File: config.mk
export PLATFORM = sky130hd
export DESIGN_NAME = accel_magnitude_peak_detector_flat
export DESIGN_NICKNAME = d
export VERILOG_FILES = /design/src/amp_pkg.sv /design/src/amp_sample_if.sv /design/src/amp_peak_if.sv /design/src/amp_datapath.sv /design/src/amp_ctrl.sv /design/src/accel_magnitude_peak_detector.sv /design/src/flat_wrapper.sv
export SDC_FILE = /design/constraint.sdc
export NUM_CORES = 1
export LEC_CHECK = 0
export BUFFER_PORTS_ARGS = -buffer_cell sky130_fd_sc_hd__buf_2
export CORE_ASPECT_RATIO = 1.1
export CORE_MARGIN = 2
export CORE_UTILIZATION = 35
export CTS_CLUSTER_DIAMETER = 60
export CTS_CLUSTER_SIZE = 12
export DETAILED_ROUTE_END_ITERATION = 12
export PLACE_DENSITY = 0.55
export SYNTH_ARGS = -nofsm -noshare
export SYNTH_HDL_FRONTEND = slang
export SYNTH_HIERARCHICAL = 1
export SYNTH_SLANG_ARGS = --single-unit
File: constraint.sdc
create_clock -name clk_i -period 19.1 [get_ports clk_i]
set_input_delay 4.775 -clock clk_i [delete_from_list [all_inputs] [get_ports clk_i]]
set_output_delay 4.775 -clock clk_i [all_outputs]
set_load 0.01 [all_outputs]
File: src/amp_pkg.sv
// shared constants, codes and control types for the accelerometer peak detector
`timescale 1ns / 1ps
package amp_pkg;

  localparam int unsigned SAMPLE_BITS_DEF = 16;
  localparam int unsigned FIELD_W         = 16;
  localparam int unsigned MAG_W           = 16;

  localparam int unsigned CFG_IDX_W  = 2;
  localparam int unsigned CFG_DATA_W = 16;

  localparam logic [CFG_IDX_W-1:0] REG_WINDOW_LENGTH   = 2'd0;
  localparam logic [CFG_IDX_W-1:0] REG_SHOCK_THRESHOLD = 2'd1;

  localparam logic [CFG_DATA_W-1:0] WIN_RESET = 16'd500;
  localparam logic [CFG_DATA_W-1:0] THR_RESET = 16'd31130;

  localparam logic [1:0] AXIS_X = 2'd0;
  localparam logic [1:0] AXIS_Y = 2'd1;
  localparam logic [1:0] AXIS_Z = 2'd2;

  typedef enum logic [1:0] {
    ST_IDLE,
    ST_SQUARE,
    ST_ROOT,
    ST_UPDATE
  } amp_state_e;

  typedef struct packed {
    logic       load;
    logic       mul_en;
    logic       acc_en;
    logic [1:0] axis;
    logic       root_en;
    logic       upd;
  } amp_cmd_t;

  typedef struct packed {
    logic emit;
  } amp_status_t;

endpackage

File: src/amp_sample_if.sv
// handshake channel carrying one three-axis accelerometer sample
`timescale 1ns / 1ps
interface amp_sample_if
  import amp_pkg::*;
();
  logic                      valid;
  logic                      ready;
  logic signed [FIELD_W-1:0] accel_x;
  logic signed [FIELD_W-1:0] accel_y;
  logic signed [FIELD_W-1:0] accel_z;

  modport source (output valid, output accel_x, output accel_y, output accel_z, input ready);
  modport sink   (input valid, input accel_x, input accel_y, input accel_z, output ready);
endinterface

File: src/amp_peak_if.sv
// handshake channel carrying one reported window peak
`timescale 1ns / 1ps
interface amp_peak_if
  import amp_pkg::*;
();
  logic             valid;
  logic             ready;
  logic [MAG_W-1:0] peak_magnitude;

  modport source (output valid, output peak_magnitude, input ready);
  modport sink   (input valid, input peak_magnitude, output ready);
endinterface

File: src/amp_datapath.sv
// datapath: squaring, digit-by-digit square root, window peak and config registers
`timescale 1ns / 1ps
module amp_datapath
  import amp_pkg::*;
#(
  parameter int unsigned SAMPLE_BITS = SAMPLE_BITS_DEF
) (
  input  logic                      clk_i,
  input  logic                      rst_ni,
  input  logic                      cfg_we_i,
  input  logic [CFG_IDX_W-1:0]      cfg_idx_i,
  input  logic [CFG_DATA_W-1:0]     cfg_data_i,
  input  logic signed [FIELD_W-1:0] accel_x_i,
  input  logic signed [FIELD_W-1:0] accel_y_i,
  input  logic signed [FIELD_W-1:0] accel_z_i,
  input  amp_cmd_t                  cmd_i,
  output amp_status_t               status_o,
  output logic [MAG_W-1:0]          peak_magnitude_o
);

  localparam int unsigned AW  = SAMPLE_BITS;
  localparam int unsigned CW  = (AW < FIELD_W) ? AW : FIELD_W;
  localparam int unsigned SW  = 2 * AW;
  localparam int unsigned RW  = AW + 2;
  localparam int unsigned MW  = (AW > MAG_W) ? AW : MAG_W;

  logic [CFG_DATA_W-1:0] win_len_q, win_len_d;
  logic [CFG_DATA_W-1:0] thr_q, thr_d;
  logic [MAG_W-1:0]      count_q, count_d;
  logic [MAG_W-1:0]      peak_q, peak_d;

  logic [AW-1:0] ax_q, ay_q, az_q;
  logic [SW-1:0] prod_q;
  logic [SW-1:0] acc_q;
  logic [RW-1:0] rem_q;
  logic [AW-1:0] root_q;
  logic [MAG_W-1:0] out_q;

  logic [AW-1:0] ext_x, ext_y, ext_z;
  logic [AW-1:0] abs_x, abs_y, abs_z;
  logic [AW-1:0] mul_op;
  logic [RW+1:0] rem_sh;
  logic [RW+1:0] trial;
  logic          fits;
  logic [MW-1:0] mag_ext;
  logic [MAG_W-1:0] mag;
  logic [MAG_W-1:0] peak_new;
  logic [MAG_W:0]   count_inc;
  logic             close;

  // mask to the sample width and take magnitude of the two's complement value
  assign ext_x = AW'(accel_x_i[CW-1:0]);
  assign ext_y = AW'(accel_y_i[CW-1:0]);
  assign ext_z = AW'(accel_z_i[CW-1:0]);
  assign abs_x = ext_x[AW-1] ? (~ext_x + AW'(1)) : ext_x;
  assign abs_y = ext_y[AW-1] ? (~ext_y + AW'(1)) : ext_y;
  assign abs_z = ext_z[AW-1] ? (~ext_z + AW'(1)) : ext_z;

  always_comb begin
    case (cmd_i.axis)
      AXIS_X:  mul_op = ax_q;
      AXIS_Y:  mul_op = ay_q;
      AXIS_Z:  mul_op = az_q;
      default: mul_op = '0;
    endcase
  end

  // one root bit per step from the next two radicand bits
  assign rem_sh = {rem_q, acc_q[SW-1 -: 2]};
  assign trial  = (RW+2)'({root_q, 2'b01});
  assign fits   = (rem_sh >= trial);

  // saturate to the output width when samples are wider than 16 bits
  assign mag_ext   = MW'(root_q);
  assign mag       = (mag_ext > MW'({MAG_W{1'b1}})) ? {MAG_W{1'b1}} : mag_ext[MAG_W-1:0];
  assign peak_new  = (mag > peak_q) ? mag : peak_q;
  assign count_inc = {1'b0, count_q} + (MAG_W+1)'(1);
  assign close     = (count_inc >= {1'b0, win_len_q});

  assign status_o.emit = close && (peak_new > thr_q);
  assign peak_magnitude_o = out_q;

  always_comb begin
    win_len_d = win_len_q;
    thr_d     = thr_q;
    count_d   = count_q;
    peak_d    = peak_q;
    if (cfg_we_i) begin
      case (cfg_idx_i)
        REG_WINDOW_LENGTH:   win_len_d = cfg_data_i;
        REG_SHOCK_THRESHOLD: thr_d     = cfg_data_i;
        default: ;
      endcase
    end
    if (cmd_i.upd) begin
      if (close) begin
        count_d = '0;
        peak_d  = '0;
      end else begin
        count_d = count_inc[MAG_W-1:0];
        peak_d  = peak_new;
      end
    end
  end

  always_ff @(posedge clk_i or negedge rst_ni) begin
    if (!rst_ni) begin
      win_len_q <= WIN_RESET;
      thr_q     <= THR_RESET;
      count_q   <= '0;
      peak_q    <= '0;
    end else begin
      win_len_q <= win_len_d;
      thr_q     <= thr_d;
      count_q   <= count_d;
      peak_q    <= peak_d;
    end
  end

  always_ff @(posedge clk_i) begin
    if (cmd_i.load) begin
      ax_q   <= abs_x;
      ay_q   <= abs_y;
      az_q   <= abs_z;
      acc_q  <= '0;
      rem_q  <= '0;
      root_q <= '0;
    end
    if (cmd_i.mul_en) begin
      prod_q <= SW'(mul_op) * SW'(mul_op);
    end
    if (cmd_i.acc_en) begin
      acc_q <= acc_q + prod_q;
    end
    if (cmd_i.root_en) begin
      acc_q <= {acc_q[SW-3:0], 2'b00};
      if (fits) begin
        rem_q  <= RW'(rem_sh - trial);
        root_q <= {root_q[AW-2:0], 1'b1};
      end else begin
        rem_q  <= rem_sh[RW-1:0];
        root_q <= {root_q[AW-2:0], 1'b0};
      end
    end
    if (cmd_i.upd && status_o.emit) begin
      out_q <= peak_new;
    end
  end

endmodule

File: src/amp_ctrl.sv
// controller: sequences squaring, root steps and the window update per sample
`timescale 1ns / 1ps
module amp_ctrl
  import amp_pkg::*;
#(
  parameter int unsigned SAMPLE_BITS = SAMPLE_BITS_DEF
) (
  input  logic        clk_i,
  input  logic        rst_ni,
  input  logic        in_valid_i,
  output logic        in_ready_o,
  output logic        out_valid_o,
  input  logic        out_ready_i,
  output amp_cmd_t    cmd_o,
  input  amp_status_t status_i
);

  localparam int unsigned CNT_W   = $clog2(SAMPLE_BITS);
  localparam logic [CNT_W-1:0] SQ_LAST   = CNT_W'(3);
  localparam logic [CNT_W-1:0] ROOT_LAST = CNT_W'(SAMPLE_BITS - 1);

  amp_state_e       state_q, state_d;
  logic [CNT_W-1:0] cnt_q, cnt_d;
  logic             out_valid_q, out_valid_d;

  always_comb begin
    state_d    = state_q;
    cnt_d      = cnt_q;
    in_ready_o = 1'b0;
    cmd_o      = '0;
    case (state_q)
      ST_IDLE: begin
        in_ready_o = 1'b1;
        if (in_valid_i) begin
          cmd_o.load = 1'b1;
          cnt_d      = '0;
          state_d    = ST_SQUARE;
        end
      end
      ST_SQUARE: begin
        // product registered in the step before its accumulate
        cmd_o.axis   = cnt_q[1:0];
        cmd_o.mul_en = (cnt_q != SQ_LAST);
        cmd_o.acc_en = (cnt_q != '0);
        if (cnt_q == SQ_LAST) begin
          cnt_d   = '0;
          state_d = ST_ROOT;
        end else begin
          cnt_d = cnt_q + CNT_W'(1);
        end
      end
      ST_ROOT: begin
        cmd_o.root_en = 1'b1;
        if (cnt_q == ROOT_LAST) begin
          state_d = ST_UPDATE;
        end else begin
          cnt_d = cnt_q + CNT_W'(1);
        end
      end
      ST_UPDATE: begin
        // hold while a previous word still occupies the output register
        if (!out_valid_q || out_ready_i) begin
          cmd_o.upd = 1'b1;
          state_d   = ST_IDLE;
        end
      end
      default: begin
        state_d = ST_IDLE;
      end
    endcase
    out_valid_d = (out_valid_q && !out_ready_i) || (cmd_o.upd && status_i.emit);
  end

  assign out_valid_o = out_valid_q;

  always_ff @(posedge clk_i or negedge rst_ni) begin
    if (!rst_ni) begin
      state_q     <= ST_IDLE;
      cnt_q       <= '0;
      out_valid_q <= 1'b0;
    end else begin
      state_q     <= state_d;
      cnt_q       <= cnt_d;
      out_valid_q <= out_valid_d;
    end
  end

endmodule

File: src/accel_magnitude_peak_detector.sv
// top level of the windowed accelerometer magnitude peak detector
//
//   channel   dir  handshake       payload
//   sample_i  in   valid / ready   accel_x, accel_y, accel_z (signed 16 bit)
//   peak_o    out  valid / ready   peak_magnitude (unsigned 16 bit)
//   cfg       in   cfg_we_i        cfg_idx_i, cfg_data_i
//
// one sample steps through accept, the three axes in turn through the shared
// squaring multiplier, one root bit per cycle, and one update
// a word may wait at the output while the next sample is taken and worked on;
// only its window update stalls until that word is taken
// async active-low reset restores window length 500 and threshold 31130
`timescale 1ns / 1ps
module accel_magnitude_peak_detector
  import amp_pkg::*;
#(
  parameter int unsigned SAMPLE_BITS = SAMPLE_BITS_DEF
) (
  input  logic                  clk_i,
  input  logic                  rst_ni,
  input  logic                  cfg_we_i,
  input  logic [CFG_IDX_W-1:0]  cfg_idx_i,
  input  logic [CFG_DATA_W-1:0] cfg_data_i,
  amp_sample_if.sink            sample_i,
  amp_peak_if.source            peak_o
);

  amp_cmd_t    cmd;
  amp_status_t status;

  amp_ctrl #(
    .SAMPLE_BITS (SAMPLE_BITS)
  ) u_ctrl (
    .clk_i       (clk_i),
    .rst_ni      (rst_ni),
    .in_valid_i  (sample_i.valid),
    .in_ready_o  (sample_i.ready),
    .out_valid_o (peak_o.valid),
    .out_ready_i (peak_o.ready),
    .cmd_o       (cmd),
    .status_i    (status)
  );

  amp_datapath #(
    .SAMPLE_BITS (SAMPLE_BITS)
  ) u_datapath (
    .clk_i            (clk_i),
    .rst_ni           (rst_ni),
    .cfg_we_i         (cfg_we_i),
    .cfg_idx_i        (cfg_idx_i),
    .cfg_data_i       (cfg_data_i),
    .accel_x_i        (sample_i.accel_x),
    .accel_y_i        (sample_i.accel_y),
    .accel_z_i        (sample_i.accel_z),
    .cmd_i            (cmd),
    .status_o         (status),
    .peak_magnitude_o (peak_o.peak_magnitude)
  );

endmodule
File: src/flat_wrapper.sv
// flat-port wrapper written by rule: the top's interface ports become plain ports
module accel_magnitude_peak_detector_flat import amp_pkg::*;
#(
  parameter int unsigned SAMPLE_BITS = SAMPLE_BITS_DEF
)
  (clk_i, rst_ni, cfg_we_i, cfg_idx_i, cfg_data_i, sample_i_valid, sample_i_accel_x, sample_i_accel_y, sample_i_accel_z, sample_i_ready, peak_o_valid, peak_o_peak_magnitude, peak_o_ready);
  amp_sample_if sample_i_i ();
  amp_peak_if peak_o_i ();
  input  logic clk_i;
  input  logic rst_ni;
  input  logic cfg_we_i;
  input  logic [CFG_IDX_W-1:0] cfg_idx_i;
  input  logic [CFG_DATA_W-1:0] cfg_data_i;
  input wire logic [$bits(sample_i_i.valid)-1:0] sample_i_valid;
  input wire logic [$bits(sample_i_i.accel_x)-1:0] sample_i_accel_x;
  input wire logic [$bits(sample_i_i.accel_y)-1:0] sample_i_accel_y;
  input wire logic [$bits(sample_i_i.accel_z)-1:0] sample_i_accel_z;
  output wire logic [$bits(sample_i_i.ready)-1:0] sample_i_ready;
  output wire logic [$bits(peak_o_i.valid)-1:0] peak_o_valid;
  output wire logic [$bits(peak_o_i.peak_magnitude)-1:0] peak_o_peak_magnitude;
  input wire logic [$bits(peak_o_i.ready)-1:0] peak_o_ready;
  assign sample_i_i.valid = sample_i_valid;
  assign sample_i_i.accel_x = sample_i_accel_x;
  assign sample_i_i.accel_y = sample_i_accel_y;
  assign sample_i_i.accel_z = sample_i_accel_z;
  assign sample_i_ready = sample_i_i.ready;
  assign peak_o_valid = peak_o_i.valid;
  assign peak_o_peak_magnitude = peak_o_i.peak_magnitude;
  assign peak_o_i.ready = peak_o_ready;
  accel_magnitude_peak_detector #(.SAMPLE_BITS(SAMPLE_BITS)) u_core (.clk_i(clk_i), .rst_ni(rst_ni), .cfg_we_i(cfg_we_i), .cfg_idx_i(cfg_idx_i), .cfg_data_i(cfg_data_i), .sample_i(sample_i_i), .peak_o(peak_o_i));
endmodule
# Word-level counts from Yosys, hierarchy flattened
# Cells that the tools add are included.
# word_totals
regBits	233
elab_cells	101
# classes
add_sub_neg	7
n_mul	1
magnitude_cmp	5
n_eq_ne	14
mux	33
bitwise_logic	3
reduce_logical	19
# op_table
op	n
two-way mux 16 bit	6
two-way mux 32 bit	3
two-way mux 18 bit	3
adder 16 x 1 -> 16 bit (second input constant)	3
NOT 16 bit	3
case mux 16 bit (3 select lines)	1
two-way mux 15 bit	3
adder 32 bit	1
> comparator 16 bit	2
multiplier 16 x 16 -> 32 bit	1
greater-or-equal comparator 20 x 18 -> 1 bit	1
subtractor 18 bit	1
adder 16 x 1 -> 17 bit (second input constant)	1
greater-or-equal comparator 17 x 16 -> 1 bit	1
> comparator 16 bit (second input constant)	1
two-way mux 4 bit	4
case mux 4 bit (3 select lines)	1
inequality test 2 bit (second input constant)	5
two-way mux 2 bit	4
case mux 2 bit (4 select lines)	1
two-way mux 1 bit	7
equality test 2 x 1 -> 1 bit (second input constant)	3
equality test 2 bit (second input constant)	3
logical NOT 2 bit	3
13 further kinds	20

# Logic depth before layout (Yosys ltp)
# depth
ltp_word	8
depth_mapped	35
mapped_depth_nobuf	32

# By module
# Netlist, hierarchy kept.
# by_module_without_submodules
module	instances	cells_each	area_each_um2	seq_area_each_um2
amp_datapath	1	2114	20387.1	6434.9
amp_ctrl	1	58	534.3	175.2

# Worst setup path after synthesis
# Ideal clock, no wire load.
# synth_timing
path_kind	flip-flop to flip-flop
from	register u_core.u_ctrl.state_q[1]
to	register u_core.u_datapath.prod_q[24] (data pin)
setup_time_ns	0.135
arrival_time_ns	8.089
required_time_ns	18.965
path_slack_ns	10.876
stages_incl_launch_ff	32
path_buffers	2
period_less_slack_ns	8.224
path_cell_list	dfrtp_1 > inv_1 > ha_1 > inv_1 > nor2_1 > clkbuf_1 > buf_1 > mux2i_1 > o21a_1 > clkinv_1 > nand2_1 > fa_1 > fa_1 > inv_1 > fa_1 > inv_1 > fa_1 > inv_1 > fa_1 > inv_1 > fa_1 > inv_1 > ha_1 > and3_1 > and3_1 > a211o_1 > o311a_1 > o41a_1 > a21o_1 > a21o_1 > or4_1 > nand3_1
# synth_rtl
element	line	source
from (decl)	amp_ctrl.sv:22	amp_state_e state_q, state_d;
from (signal assigned)	amp_ctrl.sv:82	state_q <= state_d;
to (signal assigned)	amp_datapath.sv:130	prod_q <= SW'(mul_op) * SW'(mul_op);
to (decl)	amp_datapath.sv:33	logic [SW-1:0] prod_q;

==> flow_summary.yaml <==
sta:
  hold_viol_final: 0
  period_needed_ns: 9.43
  max-slew-margin-rel_pct: 23.6
  worst_slack_ns: 9.67
  fin_crit_sh_pct: 49.4
  maxSlewViolCount: 0
  clock_skew_ns: 0.0214
  fmax_ghz: 0.106
  timing.setup.tns_ns: 0
  tightest_slew_ns: 1.15
  rsz0062_at_grt: "no"
  finalSetupViolCount: 0
worst_setup_path:
  crit_path_start: "u_core/u_ctrl/state_q[1]"
  worst_path_most_repeated_cell: "inv_1"
  r2r_end: "u_core/u_datapath/prod_q[30]"
  start_kind: "register"
  slowest_delay_ns: 0.86
  crit_end: "u_core/u_datapath/prod_q[30]"
  cp_data_arrival_time_ns: 9.74
  worstRegToRegCells: 30
  critical_path_class: "register to register"
  cp_slowest_cell: "nor2b_1"
  r2r_slack_ns: 9.67
  reg2reg_from: "u_core/u_ctrl/state_q[1]"
  cp_max_fo: 21
  critPathCaptureType: "register"
  crit_required_ns: 19.41
finish:
  nets: 2686
  syn_to_final_growth_pct: 10.8
  fin_util_pct: 39.0
  antenna_cells: 0
  multiInputGateArea_mm2: 0.0128
  fillers: 5917
  drive_gt1_share_pct: 8.78
  final-seq-area_mm2: 0.00661
synth:
  synth_nets: 2613
  yosysWarnings: 6
  syn_area_mm2: 0.0209
  synth_simple_gate_area_share_pct: 12.2
  synth_top_family_by_area: "adder cells"
  yosysMostFrequentCell: "inv_1"
  synthAdderAreaFrac_pct: 28.0
  synthTopCellsByArea: "edfxtp_1, fa_1, ha_1"
  syn_inst: 2172
  yosysSeqAreaShare_pct: 31.6
  synthArstFlopShare_pct: 30.6
  postSynthAreaPerCell_um2: 9.63
  synthXorXnorAreaFrac_pct: 5.02
  synth_area_leader_cell: "edfxtp_1"
  ys_seq_elements: 232
  synth-main-ff-cell: "edfxtp_1"
  muxShareOfSynthArea_pct: 2.24
  ys_top_cells_by_count: "inv_1, nand2_1, ha_1, fa_1, edfxtp_1"
  ys_types: 75
  synth.top_cell.area_share_pct: 22.8
  synth_compound_area_share_pct: 13.6
  synth_edf_count: 159
hold_path:
  hold_class: "register to register"
global_routing:
  grt_pass1_vias: 15903
  grtUsageTotal_pct: 16.5
  grt_max_degree: 72
  antenna_found_initial: 0
  grt_pass1_wl_mm: 82.9
  grt.overflow.total: 0
clock_network:
  cts_resized: 0
  cts_buffers: 30
  clk_latency_ns: 0.59
  cts.sinks: 232
  cts.htree.levels: 1
  root_buffer: "clkbuf_16"
  cts_setup_buffers: 0
  clk_pin_slew_ns: 0.06
  cts_tree: "yes"
  hold_buffers: 0
  clockBufferDepth: 3
floorplan:
  fp.dieH_um: 260
  die_w_um: 237
  ios: 89
  die_area_mm2: 0.0617
  core-area_mm2: 0.0595
  start_util_pct: 35.2
  placementRows: 94
detailed_routing:
  dr_total_vias: 15370
  first_pass_iters: 5
  via_per_inst: 5.06
  drcViolationCount: 0
  totalWireLength_mm: 50.6
  drt_iter0_markers: 892
  final_antenna_net_count: 0
  wire_per_inst_um: 16.7
placed_design:
  gp_congestion: 0.878
  port_buffers: 88
  hpwl_mm: 39.8
  place_ws_ns: 9.71
run:
  maxCapViolCount: 0
status:
  outcome: "complete, no violations"
[critical path: cells and delay by family (launching register included)]
| family | cells | cell delay, ns |
|---|---|---|
| AO/OA/AOI/OAI | 7 | 1.95 |
| AND/OR/NAND/NOR | 6 | 2.22 |
| flip-flops | 1 | 0.43 |
| buffers and inverters | 8 | 0.83 |
| XOR/XNOR | 1 | 0.18 |
| adder cells (fa/ha/maj) | 8 | 3.54 |
[worst min path at each step]
stage                                              end                         start  slack (ns)  cells after the start
after floorplan           u_core/u_datapath/peak_q[10]  u_core/u_datapath/peak_q[10]        0.47                      1
after global placement    u_core/u_datapath/peak_q[10]  u_core/u_datapath/peak_q[10]        0.48                      1
after detailed placement   u_core/u_datapath/peak_q[6]   u_core/u_datapath/peak_q[6]        0.48                      1
after CTS                  u_core/u_datapath/peak_q[4]   u_core/u_datapath/peak_q[4]        0.50                      1
after global routing      u_core/u_datapath/peak_q[14]  u_core/u_datapath/peak_q[14]        0.51                      1
final                      u_core/u_datapath/peak_q[4]   u_core/u_datapath/peak_q[4]        0.50                      1
[cells by family after synthesis]
logic type	after synthesis
AO/OA/AOI/OAI	444
adder cells (fa/ha/maj)	370
flip-flops	232
buffers and inverters	403
AND/OR/NAND/NOR	559
multiplexers	44
XOR/XNOR	120
[state kept, by name, indices dropped and copies added, names as in the netlist, 2 cells and up]
signal                              cells
u_core/u_datapath/prod_q               31
u_core/u_datapath/acc_q                32
u_core/u_datapath/ax_q                 16
u_core/u_datapath/mag_ext              16
u_core/u_datapath/peak_q               16
u_core/u_datapath/peak_magnitude_o     16
u_core/u_datapath/rem_q                18
u_core/u_datapath/az_q                 16
u_core/u_datapath/count_q              16
u_core/u_datapath/win_len_q            16
u_core/u_ctrl/cnt_q                     4
u_core/u_ctrl/state_q                   2
u_core/u_datapath/thr_q                16
u_core/u_datapath/ay_q                 16
[placed cells by master (no fill, tap or decap), types with 6 or more instances in the layout]
| master | netlist | layout |
|---|---|---|
| nand4_1 | 18 | 18 |
| clkinv_1 | 3 | 6 |
| xor2_1 | 35 | 35 |
| a21o_1 | 53 | 53 |
| or3_1 | 12 | 12 |
| ha_1 | 205 | 204 |
| inv_1 | 341 | 341 |
| nor2b_1 | 15 | 15 |
| mux2i_1 | 25 | 25 |
| o21bai_1 | 15 | 15 |
| clkbuf_16 | 0 | 31 |
| dfstp_2 | 15 | 15 |
| nor3_1 | 29 | 29 |
| a22o_1 | 22 | 22 |
| clkbuf_1 | 53 | 6 |
| nand3b_1 | 7 | 7 |
| buf_2 | 1 | 88 |
| fa_1 | 165 | 165 |
| nand3_1 | 59 | 59 |
| o21a_1 | 28 | 28 |
| nor2_1 | 130 | 127 |
| mux2_2 | 18 | 18 |
| dfrtp_1 | 56 | 56 |
| buf_4 | 0 | 11 |
| nand2b_1 | 17 | 17 |
| a21oi_1 | 94 | 94 |
| o21ai_0 | 135 | 135 |
| a31oi_1 | 7 | 7 |
| o211ai_1 | 6 | 6 |
| o41ai_1 | 9 | 9 |
| and3_1 | 20 | 20 |
| o31ai_1 | 20 | 20 |
| a211oi_1 | 10 | 10 |
| xnor2_1 | 85 | 85 |
| edfxtp_1 | 159 | 159 |
| and2_1 | 9 | 8 |
| nand2_1 | 219 | 219 |
[metrics by stage]
step / instances / cell area, um^2 / hold slack (ns)
after floorplan: 2172 / 20900 / 0.466
after global placement: 2981 / 22200 / 0.482
after detailed placement: 2981 / 22200 / 0.482
after CTS: 3035 / 23200 / 0.503
after global routing: 3035 / 23200 / 0.514
final: 3035 / 23200 / 0.501
[layout make-up]
cell class	count	area share [%]
Clock buffer	37	3.44
Clock inverter	17	0.728
Inverter	345	5.58
Multi-Input combinational cell	1537	55.3
Sequential cell	232	28.5
Tap cell	768	4.14
Timing Repair Buffer	99	2.26
[metal layers]
metal	up-vias	track usage (%)	part of all wire [%]
met2	345	30.2	49
met5	-	0	0
met3	91	1.96	3.8
li1	7533	-	-
met1	7401	20.1	43
met4	0	5.52	3.5
Power is left out: the tool's default activity adds up to more than one toggle a clock period on the data nets, which glitch-free logic cannot reach.
